## src/design/tgi_div_const.sv

```systemverilog
// Unsigned divide by a constant through an exact reciprocal multiply.
// No dependencies; used by tgi_lane and tile_grid_interpolator.
module tgi_div_const #(
   parameter int IN_BITS  = 16,
   parameter int OUT_BITS = 12,
   parameter int DIVISOR  = 11
) (
   input  logic [IN_BITS-1:0]  dividend,
   output logic [OUT_BITS-1:0] quotient
);
   // shift wide enough that the reciprocal error never reaches the next integer
   localparam int SHIFT     = IN_BITS + $clog2(DIVISOR);
   localparam int MULT_BITS = SHIFT + 1;
   localparam int PROD_BITS = IN_BITS + MULT_BITS;
   localparam longint unsigned MULT = ((64'd1 << SHIFT) + DIVISOR - 1) / DIVISOR;

   logic [PROD_BITS-1:0] product;

   assign product  = PROD_BITS'(dividend) * PROD_BITS'(MULT);
   assign quotient = product[SHIFT +: OUT_BITS];

endmodule

```

## config.mk

```make
export PLATFORM = sky130hd
export DESIGN_NAME = tgi_div_const
export DESIGN_NICKNAME = d
export VERILOG_FILES = /design/src/design/tgi_div_const.sv
export SDC_FILE = /design/constraint.sdc
export NUM_CORES = 1
export LEC_CHECK = 0
export BUFFER_PORTS_ARGS = -buffer_cell sky130_fd_sc_hd__buf_2
export CAP_MARGIN = 20
export CORE_MARGIN = 2
export CORE_UTILIZATION = 55
export DETAILED_ROUTE_END_ITERATION = 8
export PLACE_DENSITY = 0.77
export RECOVER_POWER = 25
export SYNTH_ARGS = -nofsm -noshare
export SYNTH_HDL_FRONTEND = slang
export SYNTH_SLANG_ARGS = --single-unit
```

## constraint.sdc

```tcl
create_clock -name vclk -period 7.62
set_clock_uncertainty 0.15 [all_clocks]
set_input_delay 0.381 -clock vclk [all_inputs]
set_output_delay 0.381 -clock vclk [all_outputs]
set_load 0.02 [all_outputs]
```

==> impl_results.md <==
- GRT overflow: 0
- Core area: 9150 sq um
- Worst Tran Pin Value: 0.694 ns
- Via Count: 3561
- Die width: 101 microns
- Tmin final: 6.51 ns
- MaxCap Viol Count: 0
- Area of the die: 10100 sq um
- Sequential fraction of the synthesis area: 0%
- Port Buf Inserts: 28
- GPL Wtd Cong: 1.01
- Slowest-stage cell, CP: fa_1
- WL final: 10900 microns
- Drt initial violations: 123
- Hold_buf cts: 0
- Ports: 28
- Syn-to-layout area delta: 4.68%
- Post-cts resize count: 0
- Mapped Area: 5130 sq um
- Most frequent cells in the layout: inv_1, ha_1, fa_1, buf_2, a21oi_1
- Endpoints failing setup: 0
- Layout Cells excl Fill: 661
- Sequential cell count: 0
- Worst path cell trace: clkbuf_1 > fa_1 > ha_1 > inv_1 > fa_1 > inv_1 > fa_1 > fa_1 > inv_1 > fa_1 > inv_1 > ha_1 > a211o_1 > a221oi_1 > o21ai_2 > a221o_1 > nand2_1 > a21oi_2 > xor2_1 > buf_2
- Drt pass-1 iters: 4
- Final hold vios: 0
- Status: finished, final reports clean
- Drc violations: 0
- Setup TNS: 0 ns
- Area contributors post-synth: fa_1, ha_1, inv_1
- Worst-path maximum fanout: 10
- Most common cell after layout, fill and taps aside: inv_1
- Setup crit end kind: primary output
- Crit Path Class: in -> out
- CP startpoint kind: input pin
- First-pass GRT wire length: 18600 microns
- Post-synth net total: 777
- CP dominant cell by count: fa_1
- Slew Viols, Final: 0
- Worst hold path class: in -> out
- Total area of sequential cells: 0 sq um
- All-layer global routing usage: 23.3%
- Relative slew slack: 53.7%
- Vias per inst: 5.39
- Largest net degree at the start of global routing: 11
- Initial antenna violation count: 0
- Total Nets Final: 805
- Vias in the first global route: 3948
- Antenna diode count: 0
- HPWL after DPL: 10000 microns
- CP peak stage delay: 0.55 ns
- Period utilization: 85.4%
- Inst Count DP: 661
- Library cells used by synthesis: 40
- Crit path DAT: 5.97 ns
- Final ANT Viol Nets: 0
- Post-CTS Setup Inserts: 0
- RSZ-0062 raised after global routing: no
- Fmax: 154 MHz
- Area leader, netlist: fa_1
- Wire per inst: 16.4 microns
- Cells after synthesis: 524
- Starting Density: 56.1%
- Row count: 35
- Synth Warn #: 0
- Req. time, crit path: 7.09 ns
- Avg Cell Area, Syn: 9.79 sq um
- Die Ht: 101 microns
- Clock buffer cells: 0
- Share of the synthesized area in the top cell type: 37.1%
- Ratio of cells with drive above 1 in the final layout: 6.73%
==> cell type report <==
| class | count | area [sq um] |
|---|---|---|
| Fill cell | 785 | 3780 |
| Inverter | 165 | 619 |
| Multi-Input combinational cell | 357 | 4480 |
| Tap cell | 111 | 139 |
| Timing Repair Buffer | 28 | 138 |
==> metal layers <==
metal	vias to the layer above	routed length [microns]	track usage (%)
met4	0	158	3.48
met3	15	375	2.08
li1	1719	-	-
met2	69	5570	41.6
met5	-	0	0
met1	1758	4750	31.4
==> metrics by stage <==
step / hold WS [ns] / utilization, % / worst slack, ns / area (sq um)
CTS: 1.35 / 58.9 / 1.61 / 5390
floorplan: 0.991 / - / 2.06 / 5130
detailed placement: 1.34 / 58.9 / 1.61 / 5390
global placement: 1.34 / 58.9 / 1.68 / 5390
finish: 1.33 / 58.7 / 1.11 / 5370
global route: 1.37 / 58.7 / 0.809 / 5370
==> synthesized netlist by cell type <==
library cell,n
inv_1,165
ha_1,142
fa_1,95
a21oi_1,15
nand2_1,14
xnor2_1,12
o21ai_0,11
nand3_1,7
a21o_1,6
a31oi_1,6
nor2_1,6
xor2_1,6
nand4_1,4
a311oi_1,3
and4_4,3
a211oi_1,2
and3_1,2
nor2b_1,2
o21a_1,2
a211o_1,1
a211oi_4,1
a21oi_2,1
a221o_1,1
a221oi_4,1
a311o_1,1
a41oi_1,1
buf_4,1
buf_6,1
nand3_2,1
nor3_2,1
nor3b_1,1
nor4_1,1
nor4b_1,1
o211ai_2,1
o21ai_2,1
o22ai_1,1
o31ai_1,1
o31ai_2,1
or2_2,1
or3_1,1
==> cells by family after synthesis <==
logic type / synth area share (%)
xor+xnor: 3.07
buf+inv: 12.4
compound gates: 7.97
simple gates: 4.85
fa+ha+maj: 71.7
==> critical path: cells and delay by family <==
| kind | cells | cell delay, ns |
|---|---|---|
| adder cells (fa/ha/maj) | 7 | 3.12 |
| AO/OA/AOI/OAI | 5 | 1.35 |
| XOR/XNOR | 1 | 0.13 |
| buffers and inverters | 6 | 0.91 |
| AND/OR/NAND/NOR | 1 | 0.09 |
==> final timing paths <==
kind      endpoint  cells after the start          from
min   quotient[11]                      5  dividend[15]
max   quotient[10]                     20  dividend[12]
Power is left out: the tool's default activity adds up to more than one toggle a clock period on the data nets, which glitch-free logic cannot reach.
