$ cat src/design/tgi_pkg.sv
// Shared constants and control types for the tile grid interpolator.
// No dependencies; imported by every module of the block but tgi_div_const.
package tgi_pkg;

   localparam int GRID_N   = 11;  // points along one side of the grid
   localparam int LAST_IDX = 10;  // index of the final row and column
   localparam int ROW_BITS = 4;
   localparam int COL_BITS = 12;  // width of every grid value on the result port

   typedef struct packed {
      logic                valid;
      logic [ROW_BITS-1:0] row;
   } row_ctl_type;

endpackage

$ cat src/design/tgi_div_const.sv
// Unsigned divide by a constant through an exact reciprocal multiply.
// No dependencies; used by tgi_lane and tile_grid_interpolator.
module tgi_div_const #(
   parameter int IN_BITS  = 16,
   parameter int OUT_BITS = 12,
   parameter int DIVISOR  = 11
) (
   input  logic [IN_BITS-1:0]  dividend,
   output logic [OUT_BITS-1:0] quotient
);
   // shift wide enough that the reciprocal error never reaches the next integer
   localparam int SHIFT     = IN_BITS + $clog2(DIVISOR);
   localparam int MULT_BITS = SHIFT + 1;
   localparam int PROD_BITS = IN_BITS + MULT_BITS;
   localparam longint unsigned MULT = ((64'd1 << SHIFT) + DIVISOR - 1) / DIVISOR;

   logic [PROD_BITS-1:0] product;

   assign product  = PROD_BITS'(dividend) * PROD_BITS'(MULT);
   assign quotient = product[SHIFT +: OUT_BITS];

endmodule

$ cat src/design/tgi_lane.sv
// One column lane: edge points of its column and the interior value of each row.
// Depends on tgi_pkg and tgi_div_const.
module tgi_lane #(
   parameter int SAMPLE_BITS = 12,
   parameter int COL         = 0
) (
   input  logic                         clock,
   input  logic [SAMPLE_BITS-1:0]       tl1,
   input  logic [SAMPLE_BITS-1:0]       tr1,
   input  logic [SAMPLE_BITS-1:0]       bl1,
   input  logic [SAMPLE_BITS-1:0]       br1,
   input  logic [tgi_pkg::ROW_BITS-1:0] row3,
   input  logic [SAMPLE_BITS-1:0]       tl3,
   input  logic [SAMPLE_BITS-1:0]       tr3,
   input  logic [SAMPLE_BITS-1:0]       bl3,
   input  logic [SAMPLE_BITS-1:0]       br3,
   input  logic [SAMPLE_BITS-1:0]       lft3,
   input  logic [SAMPLE_BITS-1:0]       rgt3,
   output logic [tgi_pkg::COL_BITS-1:0] value
);
   import tgi_pkg::*;

   localparam int NUM_BITS = SAMPLE_BITS + 4;
   localparam int SUM_BITS = SAMPLE_BITS + 6;
   localparam int W_NEAR   = GRID_N - COL;
   localparam int W_FAR    = COL;

   logic [NUM_BITS-1:0]    tnum_in, tnum_ff, bnum_in, bnum_ff;
   logic [SAMPLE_BITS-1:0] top3_in, top3_ff, bot3_in, bot3_ff;
   logic [SUM_BITS-1:0]    sum_in, sum_ff;
   logic                   diag_in, diag_ff, edge_in, edge_ff;
   logic [SAMPLE_BITS-1:0] edge_val_in, edge_val_ff;
   logic [COL_BITS-1:0]    value_in, value_ff;

   logic [ROW_BITS-1:0]    row_near;
   logic [SUM_BITS-1:0]    q_line, r_line, d_line;
   logic [SAMPLE_BITS-1:0] quot22, quot33;

   // scaled top and bottom edge points of this column
   assign tnum_in = NUM_BITS'(tl1) * NUM_BITS'(W_NEAR) + NUM_BITS'(tr1) * NUM_BITS'(W_FAR);
   assign bnum_in = NUM_BITS'(bl1) * NUM_BITS'(W_NEAR) + NUM_BITS'(br1) * NUM_BITS'(W_FAR);

   tgi_div_const #(.IN_BITS(NUM_BITS), .OUT_BITS(SAMPLE_BITS), .DIVISOR(GRID_N)) u_div_top (
      .dividend(tnum_ff), .quotient(top3_in)
   );
   tgi_div_const #(.IN_BITS(NUM_BITS), .OUT_BITS(SAMPLE_BITS), .DIVISOR(GRID_N)) u_div_bot (
      .dividend(bnum_ff), .quotient(bot3_in)
   );

   // row line, column line and diagonal line, all scaled by the grid size
   assign row_near = ROW_BITS'(GRID_N) - row3;
   assign q_line   = SUM_BITS'(lft3) * SUM_BITS'(W_NEAR) + SUM_BITS'(rgt3) * SUM_BITS'(W_FAR);
   assign r_line   = SUM_BITS'(top3_ff) * SUM_BITS'(row_near) + SUM_BITS'(bot3_ff) * SUM_BITS'(row3);
   assign d_line   = SUM_BITS'(tl3) * SUM_BITS'(W_NEAR) + SUM_BITS'(br3) * SUM_BITS'(W_FAR);
   assign diag_in  = (row3 == ROW_BITS'(COL));
   assign sum_in   = q_line + r_line + (diag_in ? d_line : '0);

   always_comb begin
      edge_in     = 1'b1;
      edge_val_in = top3_ff;
      if (row3 == ROW_BITS'(0)) begin
         edge_val_in = (COL == 0) ? tl3 : (COL == LAST_IDX) ? tr3 : top3_ff;
      end else if (row3 == ROW_BITS'(LAST_IDX)) begin
         edge_val_in = (COL == 0) ? bl3 : (COL == LAST_IDX) ? br3 : bot3_ff;
      end else if (COL == 0) begin
         edge_val_in = lft3;
      end else if (COL == LAST_IDX) begin
         edge_val_in = rgt3;
      end else begin
         edge_in = 1'b0;
      end
   end

   tgi_div_const #(.IN_BITS(SUM_BITS), .OUT_BITS(SAMPLE_BITS), .DIVISOR(2 * GRID_N)) u_div_22 (
      .dividend(sum_ff), .quotient(quot22)
   );
   tgi_div_const #(.IN_BITS(SUM_BITS), .OUT_BITS(SAMPLE_BITS), .DIVISOR(3 * GRID_N)) u_div_33 (
      .dividend(sum_ff), .quotient(quot33)
   );

   assign value_in = COL_BITS'(edge_ff ? edge_val_ff : (diag_ff ? quot33 : quot22));

   always_ff @(posedge clock) begin
      tnum_ff     <= tnum_in;
      bnum_ff     <= bnum_in;
      top3_ff     <= top3_in;
      bot3_ff     <= bot3_in;
      sum_ff      <= sum_in;
      diag_ff     <= diag_in;
      edge_ff     <= edge_in;
      edge_val_ff <= edge_val_in;
      value_ff    <= value_in;
   end

   assign value = value_ff;

endmodule

$ cat config.mk
export PLATFORM = sky130hd
export DESIGN_NAME = tgi_lane
export DESIGN_NICKNAME = d
export VERILOG_FILES = /design/src/design/tgi_pkg.sv /design/src/design/tgi_div_const.sv /design/src/design/tgi_lane.sv
export SDC_FILE = /design/constraint.sdc
export NUM_CORES = 1
export LEC_CHECK = 0
export ABC_AREA = 0
export BUFFER_PORTS_ARGS = -buffer_cell sky130_fd_sc_hd__buf_2
export CORE_MARGIN = 5
export CORE_UTILIZATION = 26
export CTS_CLUSTER_SIZE = 28
export DETAILED_ROUTE_END_ITERATION = 6
export PLACE_DENSITY = 0.78
export SLEW_MARGIN = 10
export SYNTH_ARGS = -nofsm -noshare
export SYNTH_HDL_FRONTEND = slang
export SYNTH_HIERARCHICAL = 1
export SYNTH_SLANG_ARGS = --single-unit
$ cat constraint.sdc
create_clock -name clock -period 1.3 [get_ports clock]
set_clock_uncertainty 0.05 [all_clocks]
set_input_delay 0.13 -clock clock [delete_from_list [all_inputs] [get_ports clock]]
set_output_delay 0.13 -clock clock [all_outputs]
set_load 0.01 [all_outputs]
==> reports/qor.csv <==
stage,metric,value,unit
clocking,"CTS clk-pin slew, worst paths",130,ps
sta,Tmin final,968,ps
detailed_routing,Vias per Instance,4.19,
yosys,Post-Syn Instances,65,
run,total of max-cap violations,0,
clocking,TritonCTS clock tree,yes,
setup_path,CP Max Fanout,12,
floorplan,FP Rows,20,
power_and_ir_drop,combinational fraction of design power,0.142,
setup_path,worst r2r dst,value[10],
sta,slew margin rel.,0.812,
setup_path,CP Data Arrival Time,1130,ps
grt,initial antenna violation count,0,
floorplan,Top Ports,137,
finish,"leading cell type in the layout, fill and taps excluded",buf_2,
sta,Setup TNS,0,ps
clocking,PostCTS Resize Cnt,0,
run_status,outcome,"finished, final reports clean",
yosys,Yosys Warn Count,6,
detailed_routing,vias,687,
placed_design,DPL Wire Length,1490,µm
finish,fin util,0.414,
detailed_routing,Final ANT Viol Nets,0,
yosys,Unique masters post-synth,11,
power_and_ir_drop,Sw Ratio,0.216,
worst_hold_path,"Endpoint, Worst Hold",edge_val_ff[6],
yosys,sequential share of the synthesized area,0.610,
setup_path,worst reg2reg setup slack,840,ps
clocking,H-tree levels,1,
finish,most frequent cells in the layout,"buf_2 (52), dfxtp_1 (24), mux2i_1 (12), nand2_1 (12), dlygate4sd3_1 (12)",
power_and_ir_drop,Seq pwr share,0.586,
yosys,Synth area leader,dfxtp_1,
detailed_routing,DRT Wirelength,2000,µm
sta,max-slew violation count,0,
clocking,CTS Buf Count,3,
worst_hold_path,hold depth,3,
grt,largest net degree at the start of global routing,25,
power_and_ir_drop,P_leak,0.548,nW
sta,final clock period utilization by the worst path,0.744,
floorplan,Initial Util,0.264,
finish,fillers,286,
yosys,synthesized net count,190,
finish,Final #Nets,257,
worst_hold_path,Hold Path Origin,lft3[6],
sta,Max Fclk,1030,MHz
clocking,clk root buf,clkbuf_4,
clocking,clk_lat worst skew,300,ps
setup_path,Critical Path RT,1460,ps
power_and_ir_drop,pwr/cell area,1120,nW/µm²
placed_design,GP Congestion,0.680,
setup_path,reg2reg path depth,0,
yosys,post-synth top area share,0.610,
sta,# setup viols final,0,
finish,share of layout cells above drive strength 1,0.473,
finish,diode count,0,
clocking,clock sink count,24,
setup_path,reg-to-reg startpoint,edge_val_ff[10],
grt,grt ovf,0,
detailed_routing,drc violations,0,
detailed_routing,First-pass DRT Iterations,3,
sta,Worst Max-Slew Pin Slew,282,ps
power_and_ir_drop,clock share of power,0.272,
setup_path,startpoint types,input pin,
grt,total global-route track usage,0.0967,
clocking,"Setup Fix Bufs, Post-CTS",0,
worst_hold_path,HP Class,input pin to register,
detailed_routing,1st-iter DRT viols,24,
power_and_ir_drop,P_int,1.08,mW
grt,number of global-route vias before repair,672,
yosys,Avg Synthesized Cell Area,12.1,µm²
yosys,mapped cell area,787,µm²
setup_path,CP Capture Type,register,
yosys,synth top area cells,"dfxtp_1 (61%), mux2i_1 (15%), nand2_1 (5.7%)",
floorplan,die area,4230,µm²
placed_design,Buffers on Ports,52,
floorplan,Die W,65.0,µm
sta,unrepaired setup endpoints after global routing,no,
yosys,number of synthesized register bits,24,
power_and_ir_drop,P_sw,0.297,mW
grt,first-pass GRT wire length,3040,µm
power_and_ir_drop,Worst VDD drop,0.368,mV
clocking,clk buf depth,2,
detailed_routing,post-DR wirelength/cell,12.2,µm
floorplan,die height,65.0,µm
finish,Area Overhead vs Synth,56.6,%
setup_path,kind of critical path,input pin to register,
sta,Final Hold Vio Count,0,
floorplan,total core area,2980,µm²
state kept, by name, indices dropped and copies added (netlist names):
name,flops
value,12
edge_val_ff,12
metal layers:
metal	global-route usage	wire length, µm
met2	0.179	970
met1	0.104	801
met5	0	0
met4	0.0233	0
met3	0.0347	230
per-stage QoR:
stage               setup slack (ps)  area (µm²)  instances  hold slack (ps)  power, mW
floorplan                        255         787         65              189      0.891
global placement                70.1        1080        148              262      0.987
detailed placement             -18.6        1080        148              263      0.996
CTS                              334        1230        164             18.7       1.40
global route                     293        1230        164             27.0       1.47
finish                           332        1230        164             36.8       1.38
how the worst max path moves through the flow:
stage / startpoint / to / depth (start not counted)
after CTS: row3[2] / edge_val_ff[3] / 4
final: row3[2] / edge_val_ff[3] / 4
after floorplan: row3[2] / edge_val_ff[3] / 4
after detailed placement: row3[2] / edge_val_ff[3] / 4
after global routing: value[8] / value[8] / 1
after global placement: row3[2] / edge_val_ff[6] / 4
synth_stat cells:
master / n
o21ai_2: 3
nor4_4: 1
and4bb_4: 1
buf_12: 1
dfxtp_1: 24
o21ai_0: 2
buf_4: 1
mux2i_1: 12
nand2_1: 12
o21ai_1: 7
buf_2: 1
area by class of cell:
class                           instances  area (µm²)  share of cell area
Tap cell                               33        41.3              0.0335
Clock buffer                            4        36.3              0.0294
Timing Repair Buffer                   65         400               0.325
Multi-Input combinational cell         38         274               0.222
Sequential cell                        24         480               0.390
worst max-delay path: stages:
cell and delay (ps):
buf_2 120, and4bb_4 510, mux2i_1 290, o21ai_2 70
what timing repair did:
item | in CTS | in global routing
endpoints found under the setup margin | 0 | 0
endpoints found under the hold margin | 12 | 0
hold buffers | 12 | 0
kinds of logic (layout without fill, tap and decap cells):
group,after synthesis,after routing,share of synthesized area
mux,12,12,0.153
compound gates,12,12,0.0906
simple gates,14,14,0.105
flops,24,24,0.610
buf+inv,3,69,0.0413
power by group through the flow:
| stage | logic (mW) | registers, mW | clock network (mW) |
|---|---|---|---|
| 6_report | 0.196 | 0.808 | 0.375 |
| 5_1_grt | 0.215 | 0.814 | 0.436 |
| 4_1_cts | 0.197 | 0.809 | 0.395 |
| 3_5_place_dp | 0.169 | 0.826 | 0 |
| 3_3_place_gp | 0.163 | 0.824 | 0 |
| 2_1_floorplan | 0.0506 | 0.841 | 0 |
(Power assumes the default switching activity.)
